<file path="src/sv/hmd_pkg.sv">
// Types and constants shared by the host message deframer.
package hmd_pkg;

    // Parser phases, one per header field plus payload and trailing-byte skip.
    typedef enum logic [2:0] {
        PH_SEQ     = 3'd0,
        PH_TAG     = 3'd1,
        PH_CLIENT  = 3'd2,
        PH_LEN     = 3'd3,
        PH_PAYLOAD = 3'd4,
        PH_IGNORE  = 3'd5
    } phase_t;

    // Kind of a result word, carried on m_tuser.
    typedef enum logic [1:0] {
        EV_BYTE   = 2'd0,
        EV_ACCEPT = 2'd1,
        EV_REJECT = 2'd2
    } event_t;

    localparam logic [1:0] MSG_CONNECT    = 2'd0;
    localparam logic [1:0] MSG_DISCONNECT = 2'd1;
    localparam logic [1:0] MSG_STATE      = 2'd2;

    localparam logic [15:0] TAG_CONNECT    = 16'd0;
    localparam logic [15:0] TAG_DISCONNECT = 16'd1;
    localparam logic [15:0] TAG_STATE      = 16'd2;

    localparam logic RSN_TRUNCATED   = 1'b0;
    localparam logic RSN_UNKNOWN_TAG = 1'b1;

    // Result queue geometry.
    localparam int QDepth = 4;
    localparam int QAw    = 2;
    localparam int QCw    = 3;

    typedef struct packed {
        event_t      event_res;
        logic [1:0]  msg_type;
        logic [63:0] seq_number;
        logic [15:0] client_id;
        logic [31:0] payload_length;
        logic [7:0]  payload_byte;
        logic        payload_last;
        logic        reject_reason;
    } result_t;

endpackage

</file>
<file path="src/sv/host_message_deframer_core.sv">
// Host message deframer: byte-serial header parser with payload forwarding.
//
// The block takes the bytes of one received buffer, one byte per input word, with
// s_tlast on the last byte of the buffer. Each buffer carries at most one message:
// a little-endian 64-bit sequence number, a 16-bit tag, then a body chosen by the
// tag (tag 0 a 16-bit client id, tag 1 nothing, tag 2 a 32-bit length followed by
// that many payload bytes). Payload bytes are forwarded as soon as they arrive; the
// verdict word (accepted, or rejected as truncated or as an unknown tag) follows
// once it is known, and a consumer must drop forwarded payload of a rejected
// message. Bytes after a finished message are ignored, and the end of a buffer
// always returns the parser to the start of a header. Each input word is parsed in
// the cycle it is accepted, so one byte enters per clock while s_tready is high.
// A byte yields zero, one or two result words; they go into a four-word result
// queue that the output side drains at one word per clock while m_tready is high,
// so s_tready depends only on the queue fill and never on m_tready. Sustained
// input rate is one byte per cycle as long as the output keeps up; the last payload
// byte and a payload byte that ends a buffer early each make two words.
module host_message_deframer_core (
    input  logic         aclk,
    input  logic         aresetn,
    input  logic         s_tvalid,
    output logic         s_tready,
    input  logic [7:0]   s_tdata,   // [7:0] data_byte
    input  logic         s_tlast,   // end_of_buffer
    output logic         m_tvalid,
    input  logic         m_tready,
    output logic [127:0] m_tdata,   // [1:0] msg_type, [65:2] seq_number,
                                    // [81:66] client_id, [113:82] payload_length,
                                    // [121:114] payload_byte, [122] reject_reason,
                                    // [127:123] zero
    output logic [1:0]   m_tuser,   // [1:0] event_res
    output logic         m_tlast    // payload_last
);

    // Parser state.
    hmd_pkg::phase_t phase_reg, phase_next;
    logic [2:0]  cnt_reg, cnt_next;
    logic [63:0] seq_reg, seq_next;
    logic [7:0]  tag_lo_reg, tag_lo_next;
    logic [7:0]  cid_lo_reg, cid_lo_next;
    logic [31:0] len_reg, len_next;
    logic [31:0] rem_reg, rem_next;

    // Result queue.
    hmd_pkg::result_t          q_reg [hmd_pkg::QDepth];
    logic [hmd_pkg::QAw-1:0]   wr_ptr_reg, wr_ptr_next;
    logic [hmd_pkg::QAw-1:0]   wr_ptr_inc;
    logic [hmd_pkg::QAw-1:0]   rd_ptr_reg, rd_ptr_next;
    logic [hmd_pkg::QCw-1:0]   count_reg, count_next;

    logic             s_accept;
    logic             m_pop;
    logic [15:0]      tag_full;
    logic [15:0]      cid_full;
    logic [31:0]      len_full;
    logic             pay_last;
    logic             complete;
    logic [1:0]       n_sw;
    logic [1:0]       n_res;
    logic [1:0]       push_n;
    hmd_pkg::result_t res_a, res_b, res_rej;
    hmd_pkg::result_t head;

    assign s_tready = (count_reg <= hmd_pkg::QCw'(hmd_pkg::QDepth - 2));
    assign s_accept = s_tvalid && s_tready;
    assign m_tvalid = (count_reg != '0);
    assign m_pop    = m_tvalid && m_tready;

    assign tag_full = {s_tdata, tag_lo_reg};
    assign cid_full = {s_tdata, cid_lo_reg};
    assign len_full = {s_tdata, len_reg[23:0]};
    assign pay_last = (rem_reg <= 32'd1);

    // Byte parser: next state and the words this byte produces.
    always_comb begin
        phase_next  = phase_reg;
        cnt_next    = cnt_reg;
        seq_next    = seq_reg;
        tag_lo_next = tag_lo_reg;
        cid_lo_next = cid_lo_reg;
        len_next    = len_reg;
        rem_next    = rem_reg;
        res_a       = '0;
        res_b       = '0;
        res_rej     = '0;
        n_sw        = 2'd0;
        n_res       = 2'd0;
        complete    = 1'b0;

        unique case (phase_reg)
            hmd_pkg::PH_SEQ: begin
                seq_next[{cnt_reg, 3'b000} +: 8] = s_tdata;
                if (cnt_reg == 3'd7) begin
                    cnt_next   = 3'd0;
                    phase_next = hmd_pkg::PH_TAG;
                end else begin
                    cnt_next = cnt_reg + 3'd1;
                end
            end
            hmd_pkg::PH_TAG: begin
                if (cnt_reg == 3'd0) begin
                    tag_lo_next = s_tdata;
                    cnt_next    = 3'd1;
                end else begin
                    cnt_next = 3'd0;
                    priority if (tag_full == hmd_pkg::TAG_CONNECT) begin
                        phase_next = hmd_pkg::PH_CLIENT;
                    end else if (tag_full == hmd_pkg::TAG_DISCONNECT) begin
                        res_a.event_res  = hmd_pkg::EV_ACCEPT;
                        res_a.msg_type   = hmd_pkg::MSG_DISCONNECT;
                        res_a.seq_number = seq_reg;
                        n_sw             = 2'd1;
                        complete         = 1'b1;
                        phase_next       = hmd_pkg::PH_IGNORE;
                    end else if (tag_full == hmd_pkg::TAG_STATE) begin
                        phase_next = hmd_pkg::PH_LEN;
                    end else begin
                        res_a.event_res     = hmd_pkg::EV_REJECT;
                        res_a.seq_number    = seq_reg;
                        res_a.reject_reason = hmd_pkg::RSN_UNKNOWN_TAG;
                        n_sw                = 2'd1;
                        complete            = 1'b1;
                        phase_next          = hmd_pkg::PH_IGNORE;
                    end
                end
            end
            hmd_pkg::PH_CLIENT: begin
                if (cnt_reg == 3'd0) begin
                    cid_lo_next = s_tdata;
                    cnt_next    = 3'd1;
                end else begin
                    cnt_next         = 3'd0;
                    res_a.event_res  = hmd_pkg::EV_ACCEPT;
                    res_a.msg_type   = hmd_pkg::MSG_CONNECT;
                    res_a.seq_number = seq_reg;
                    res_a.client_id  = cid_full;
                    n_sw             = 2'd1;
                    complete         = 1'b1;
                    phase_next       = hmd_pkg::PH_IGNORE;
                end
            end
            hmd_pkg::PH_LEN: begin
                len_next[{cnt_reg[1:0], 3'b000} +: 8] = s_tdata;
                if (cnt_reg[1:0] == 2'd3) begin
                    cnt_next = 3'd0;
                    if (len_full == 32'd0) begin
                        res_a.event_res  = hmd_pkg::EV_ACCEPT;
                        res_a.msg_type   = hmd_pkg::MSG_STATE;
                        res_a.seq_number = seq_reg;
                        n_sw             = 2'd1;
                        complete         = 1'b1;
                        phase_next       = hmd_pkg::PH_IGNORE;
                    end else begin
                        rem_next   = len_full;
                        phase_next = hmd_pkg::PH_PAYLOAD;
                    end
                end else begin
                    cnt_next = {1'b0, cnt_reg[1:0]} + 3'd1;
                end
            end
            hmd_pkg::PH_PAYLOAD: begin
                res_a.event_res      = hmd_pkg::EV_BYTE;
                res_a.msg_type       = hmd_pkg::MSG_STATE;
                res_a.seq_number     = seq_reg;
                res_a.payload_length = len_reg;
                res_a.payload_byte   = s_tdata;
                res_a.payload_last   = pay_last;
                n_sw                 = 2'd1;
                if (pay_last) begin
                    rem_next             = 32'd0;
                    res_b.event_res      = hmd_pkg::EV_ACCEPT;
                    res_b.msg_type       = hmd_pkg::MSG_STATE;
                    res_b.seq_number     = seq_reg;
                    res_b.payload_length = len_reg;
                    n_sw                 = 2'd2;
                    complete             = 1'b1;
                    phase_next           = hmd_pkg::PH_IGNORE;
                end else begin
                    rem_next = rem_reg - 32'd1;
                end
            end
            default: begin
                complete = 1'b1;
            end
        endcase

        n_res = n_sw;
        if (s_tlast) begin
            // A truncation report shows the sequence-number bytes taken so far, this byte included.
            res_rej.event_res     = hmd_pkg::EV_REJECT;
            res_rej.seq_number    = seq_next;
            res_rej.reject_reason = hmd_pkg::RSN_TRUNCATED;
            if (!complete) begin
                if (n_sw == 2'd0) begin
                    res_a = res_rej;
                end else begin
                    res_b = res_rej;
                end
                n_res = n_sw + 2'd1;
            end
            phase_next  = hmd_pkg::PH_SEQ;
            cnt_next    = 3'd0;
            seq_next    = '0;
            tag_lo_next = '0;
            cid_lo_next = '0;
            len_next    = '0;
            rem_next    = '0;
        end
    end

    // Queue bookkeeping.
    always_comb begin
        push_n      = s_accept ? n_res : 2'd0;
        wr_ptr_inc  = wr_ptr_reg + hmd_pkg::QAw'(1);
        wr_ptr_next = wr_ptr_reg + hmd_pkg::QAw'(push_n);
        rd_ptr_next = m_pop ? rd_ptr_reg + hmd_pkg::QAw'(1) : rd_ptr_reg;
        count_next  = count_reg + hmd_pkg::QCw'(push_n) - hmd_pkg::QCw'(m_pop);
    end

    always_ff @(posedge aclk) begin
        if (!aresetn) begin
            phase_reg  <= hmd_pkg::PH_SEQ;
            cnt_reg    <= '0;
            seq_reg    <= '0;
            tag_lo_reg <= '0;
            cid_lo_reg <= '0;
            len_reg    <= '0;
            rem_reg    <= '0;
            wr_ptr_reg <= '0;
            rd_ptr_reg <= '0;
            count_reg  <= '0;
        end else begin
            if (s_accept) begin
                phase_reg  <= phase_next;
                cnt_reg    <= cnt_next;
                seq_reg    <= seq_next;
                tag_lo_reg <= tag_lo_next;
                cid_lo_reg <= cid_lo_next;
                len_reg    <= len_next;
                rem_reg    <= rem_next;
            end
            wr_ptr_reg <= wr_ptr_next;
            rd_ptr_reg <= rd_ptr_next;
            count_reg  <= count_next;
        end
    end

    // Result words carry no reset; of the queue state only the pointers and fill count do.
    always_ff @(posedge aclk) begin
        if (push_n != 2'd0) begin
            q_reg[wr_ptr_reg] <= res_a;
        end
        if (push_n == 2'd2) begin
            q_reg[wr_ptr_inc] <= res_b;
        end
    end

    assign head    = q_reg[rd_ptr_reg];
    assign m_tuser = head.event_res;
    assign m_tlast = head.payload_last;
    assign m_tdata = {5'b00000, head.reject_reason, head.payload_byte,
                      head.payload_length, head.client_id, head.seq_number,
                      head.msg_type};

    // The fill count never passes the queue depth.
    a_count_bound: assert property (@(posedge aclk) disable iff (!aresetn)
        count_reg <= hmd_pkg::QCw'(hmd_pkg::QDepth))
        else $error("result queue overfilled");

    // The end of a buffer always brings the parser back to the header start.
    a_eob_restart: assert property (@(posedge aclk) disable iff (!aresetn)
        (s_accept && s_tlast) |=> (phase_reg == hmd_pkg::PH_SEQ && cnt_reg == 3'd0))
        else $error("parser not restarted after end of buffer");

    // While in the payload at least one byte is still owed.
    a_payload_rem: assert property (@(posedge aclk) disable iff (!aresetn)
        (phase_reg == hmd_pkg::PH_PAYLOAD) |-> (rem_reg != 32'd0))
        else $error("payload phase with nothing remaining");

    // Only payload-byte words may carry the last-byte mark.
    a_last_kind: assert property (@(posedge aclk) disable iff (!aresetn)
        (m_tvalid && m_tlast) |-> (m_tuser == hmd_pkg::EV_BYTE))
        else $error("last mark on a verdict word");

    // With no input taken and no output taken the queue fill stays put.
    a_count_hold: assert property (@(posedge aclk) disable iff (!aresetn)
        (!s_accept && !m_pop) |=> $stable(count_reg))
        else $error("queue fill moved without a handshake");

endmodule
</file>
<file path="config.mk">
export PLATFORM = sky130hd
export DESIGN_NAME = host_message_deframer_core
export DESIGN_NICKNAME = d
export VERILOG_FILES = /design/src/sv/hmd_pkg.sv /design/src/sv/host_message_deframer_core.sv
export SDC_FILE = /design/constraint.sdc
export NUM_CORES = 1
export LEC_CHECK = 0
export BUFFER_PORTS_ARGS = -buffer_cell sky130_fd_sc_hd__buf_2
export CAP_MARGIN = 5
export CELL_PAD_IN_SITES_DETAIL_PLACEMENT = 0
export CELL_PAD_IN_SITES_GLOBAL_PLACEMENT = 1
export CORE_MARGIN = 2
export CORE_UTILIZATION = 46
export DETAILED_ROUTE_END_ITERATION = 12
export GPL_TIMING_DRIVEN = 0
export PLACE_DENSITY = 0.84
export SYNTH_ARGS = -nofsm -noshare
export SYNTH_HDL_FRONTEND = slang
export SYNTH_SLANG_ARGS = --single-unit
</file>
<file path="constraint.sdc">
create_clock -name aclk -period 8.9 [get_ports aclk]
set_input_delay 0 -clock aclk [delete_from_list [all_inputs] [get_ports aclk]]
set_output_delay 0 -clock aclk [all_outputs]
set_load 0.1 [all_outputs]
</file>
==> results.cfg <==
[run_status]
status = finished clean

[sta]
rsz0062_at_grt = no
fmax_ghz = 0.146
period_minus_slack_ns = 6.86
skew_ns = 0.0409
finalHoldViolCount = 0
period_share_pct = 77.1
worst_slew_pin_slew_ns = 1.42
tns_ns = 0
setup_violations = 0
slew_viol_final = 0
max_slew_margin_pct = 4.73

[routing]
drt_iter0_drc = 2842
wl_per_cell_um = 27.6
drt_wl_total_mm = 101
drc = 0
routed.top_layer = met5
wl_met3_mm = 10.7
drt-met1-wl_mm = 37.9
dr.pass1.iters = 6
ant_nets = 0
vias = 23700
wl_met2_mm = 47.1
viasPerCell = 6.51

[critical_path]
crit_type = flip-flop to flip-flop
slowest_delay_ns = 0.78
crit_path_top_delay_cell = o21ai_2
required_ns = 9.20
critPathCaptureType = flip-flop
crit_start = cnt_reg[0]
path_cells = inv_1 -> ha_1 -> ha_1 -> clkbuf_1 -> nor4b_1 -> clkbuf_1 -> or3_1 -> buf_2 -> buf_2 -> nor2_1 -> ha_1 -> inv_1 -> nand2_1 -> o21a_1 -> buf_4 -> o21ai_2 -> buf_4 -> buf_2 -> nand2_4 -> buf_16
cp-start-kind = flip-flop
crit_fanout = 51
crit_cells = 20
cp_data_arrival_time_ns = 7.16
timing.rr.start = cnt_reg[0]
reg2reg_depth = 20
cp_num_buf_inv = 10
crit_family = buffers and inverters

[layout]
fillCellCount = 5603
largest_register_ffs = 504
drive_gt1_share_pct = 18.7
regArea_sq_um = 17200
multi_input_area_sq_um = 12500
area_delta_synth_final_pct = 13.9
layout.nets = 2747
fin_area_sq_um = 34900

[global_routing]
grt_pass1_vias = 23400
antenna_found_initial = 4
groute.usage.overall_pct = 28.5
grt_overflow = 0
grt_pass1_wl_mm = 149
grt_max_degree = 53

[run]
cap_violations = 0

[die]
io_pins = 146
rows = 94
die_width_um = 262
die_y_um = 262
dieArea_sq_um = 68700
core_sq_um = 65900
initial_core_util_pct = 46.6

[place]
hpwlAfterDp_mm = 67.1
place_area_sq_um = 32600
gp_congestion = 0.912
numPortBuffers = 131

[clock_tree]
cts_tree = built
htreeDepth = 3
cts_sinks = 663
root_buffer = clkbuf_16
post_cts_resized = 0
cts_buffers = 70
clk_pin_slew_worst_paths_ns = 0.06
cts_buffer_depth = 3
clkLatencyLatePin_ns = 0.64

[pwr]
seq_power_share_pct = 37.8
p_per_area_nw_per_um2 = 257
power.share.switching_pct = 38.0
p_clk_share_pct = 32.1
p_comb_share_pct = 30.1
max-vdd-ir-drop_uv = 183
switchingPower_w = 0.00341
p_int_w = 0.00555
power.leakage_nw = 11.0

[yosys]
synth.most_common_cell = edfxtp_1
synth_seq_cells = 663
synthTopCellsByCount = edfxtp_1 (396), dfxtp_1 (267), nor2_1 (227)
synthFlopType = edfxtp_1
synth_area_sq_um = 30700
yosysTopAreaCellShare_pct = 38.8
ys_types = 79
yosysTopAreaCell = edfxtp_1
async_flop_share_pct = 0
yosys-top-cells-area = edfxtp_1 (39%), dfxtp_1 (17%), mux4_2 (9.3%), o2bb2ai_1 (4.1%), nor2_1 (2.8%)
synth_seq_area_share_pct = 56.2
synth_edf_count = 396
ys_warn_count = 0
avgSynthCellArea_sq_um = 12.3
synthCells = 2498

[min_path]
hold_path_class = primary input to flip-flop
holdCritStartpoint = s_tdata[1]
holdPathStages = 3
metal layers:
layer | vias to the layer above | GRT usage [%]
met3 | 291 | 6.58
met5 | - | 0
met4 | 2 | 13.2
met1 | 11800 | 37.0
li1 | 10100 | -
met2 | 1439 | 45.5
power groups by stage:
stage | logic [W] | registers, W | clock network, W
after floorplan | 0.00215 | 0.00344 | 0
after global placement | 0.00266 | 0.00346 | 0
after detailed placement | 0.00269 | 0.00345 | 0
after CTS | 0.00270 | 0.00339 | 0.00289
after global routing | 0.00278 | 0.00339 | 0.00301
final | 0.00270 | 0.00339 | 0.00288
kinds of logic (layout without fill, tap and decap cells):
logic type	after synthesis	in the layout	share of synthesized area, %
flip-flops	663	663	56.2
buffers and inverters	214	489	3.24
adder cells (fa/ha/maj)	14	14	0.596
XOR/XNOR	29	29	0.828
AO/OA/AOI/OAI	661	661	17.0
other	1	7	0.0122
AND/OR/NAND/NOR	789	789	12.8
multiplexers	127	127	9.29
final cells by class:
class | instances | share of cell area (%)
Sequential cell | 663 | 49.3
Multi-Input combinational cell | 1625 | 35.8
Clock buffer | 103 | 5.84
Tap cell | 864 | 3.10
Buffer | 197 | 2.67
Timing Repair Buffer | 146 | 2.53
Clock inverter | 26 | 0.559
Inverter | 17 | 0.183
Antenna cell | 2 | 0.0143
cell usage in the layout, fill, tap and decap left out, drive strengths merged, types with 6 or more instances in the layout:
master	count
o21ai	152
o31ai	6
clkinv	20
nand2	157
or2	6
a32oi	27
dfxtp	267
a32o	34
mux4	126
or3	8
nor2b	8
ha	13
buf	215
o2bb2ai	144
o22ai	43
a22o	84
nor2	229
a21oi	66
inv	20
a22oi	62
clkbuf	224
and2	135
a211oi	12
nor3b	7
nand3	123
dlygate4sd3	7
nor3	52
nand4	9
edfxtp	396
nor4	25
xnor2	19
xor2	10
or4	7
tightest hold or removal path, delay by kind of cell:
kind,cells,cell delay [ns]
AO/OA/AOI/OAI,1,0.08
buffers and inverters,1,0.31
AND/OR/NAND/NOR,1,0.21
stage by stage:
step / hold WS, ns / power (W) / worst slack (ns) / util, % / std cells
final: 0.0631 / 0.00896 / 2.04 / 53.0 / 3643
after global routing: 0.0452 / 0.00918 / 1.83 / 53.0 / 3641
after floorplan: 0.214 / 0.00559 / 2.28 / - / 2502
after CTS: 0.0573 / 0.00897 / 2.18 / 53.0 / 3640
after detailed placement: 0.454 / 0.00614 / 2.24 / 49.5 / 3504
after global placement: 0.448 / 0.00613 / -1.28 / 49.2 / 3497
worst paths after layout:
kind	to	slack (ns)
worst max-delay path	q_reg[3][113]	2.04
worst min-delay path	q_reg[1][51]	0.06
worst max register to register	q_reg[3][113]	2.04
worst min register to register	q_reg[2][45]	0.47
timing repair:
action	CTS	global route
endpoints found under the hold margin	33	0
setup buffers	0	0
hold buffers	7	0
Power figures use the tool's default switching activity.
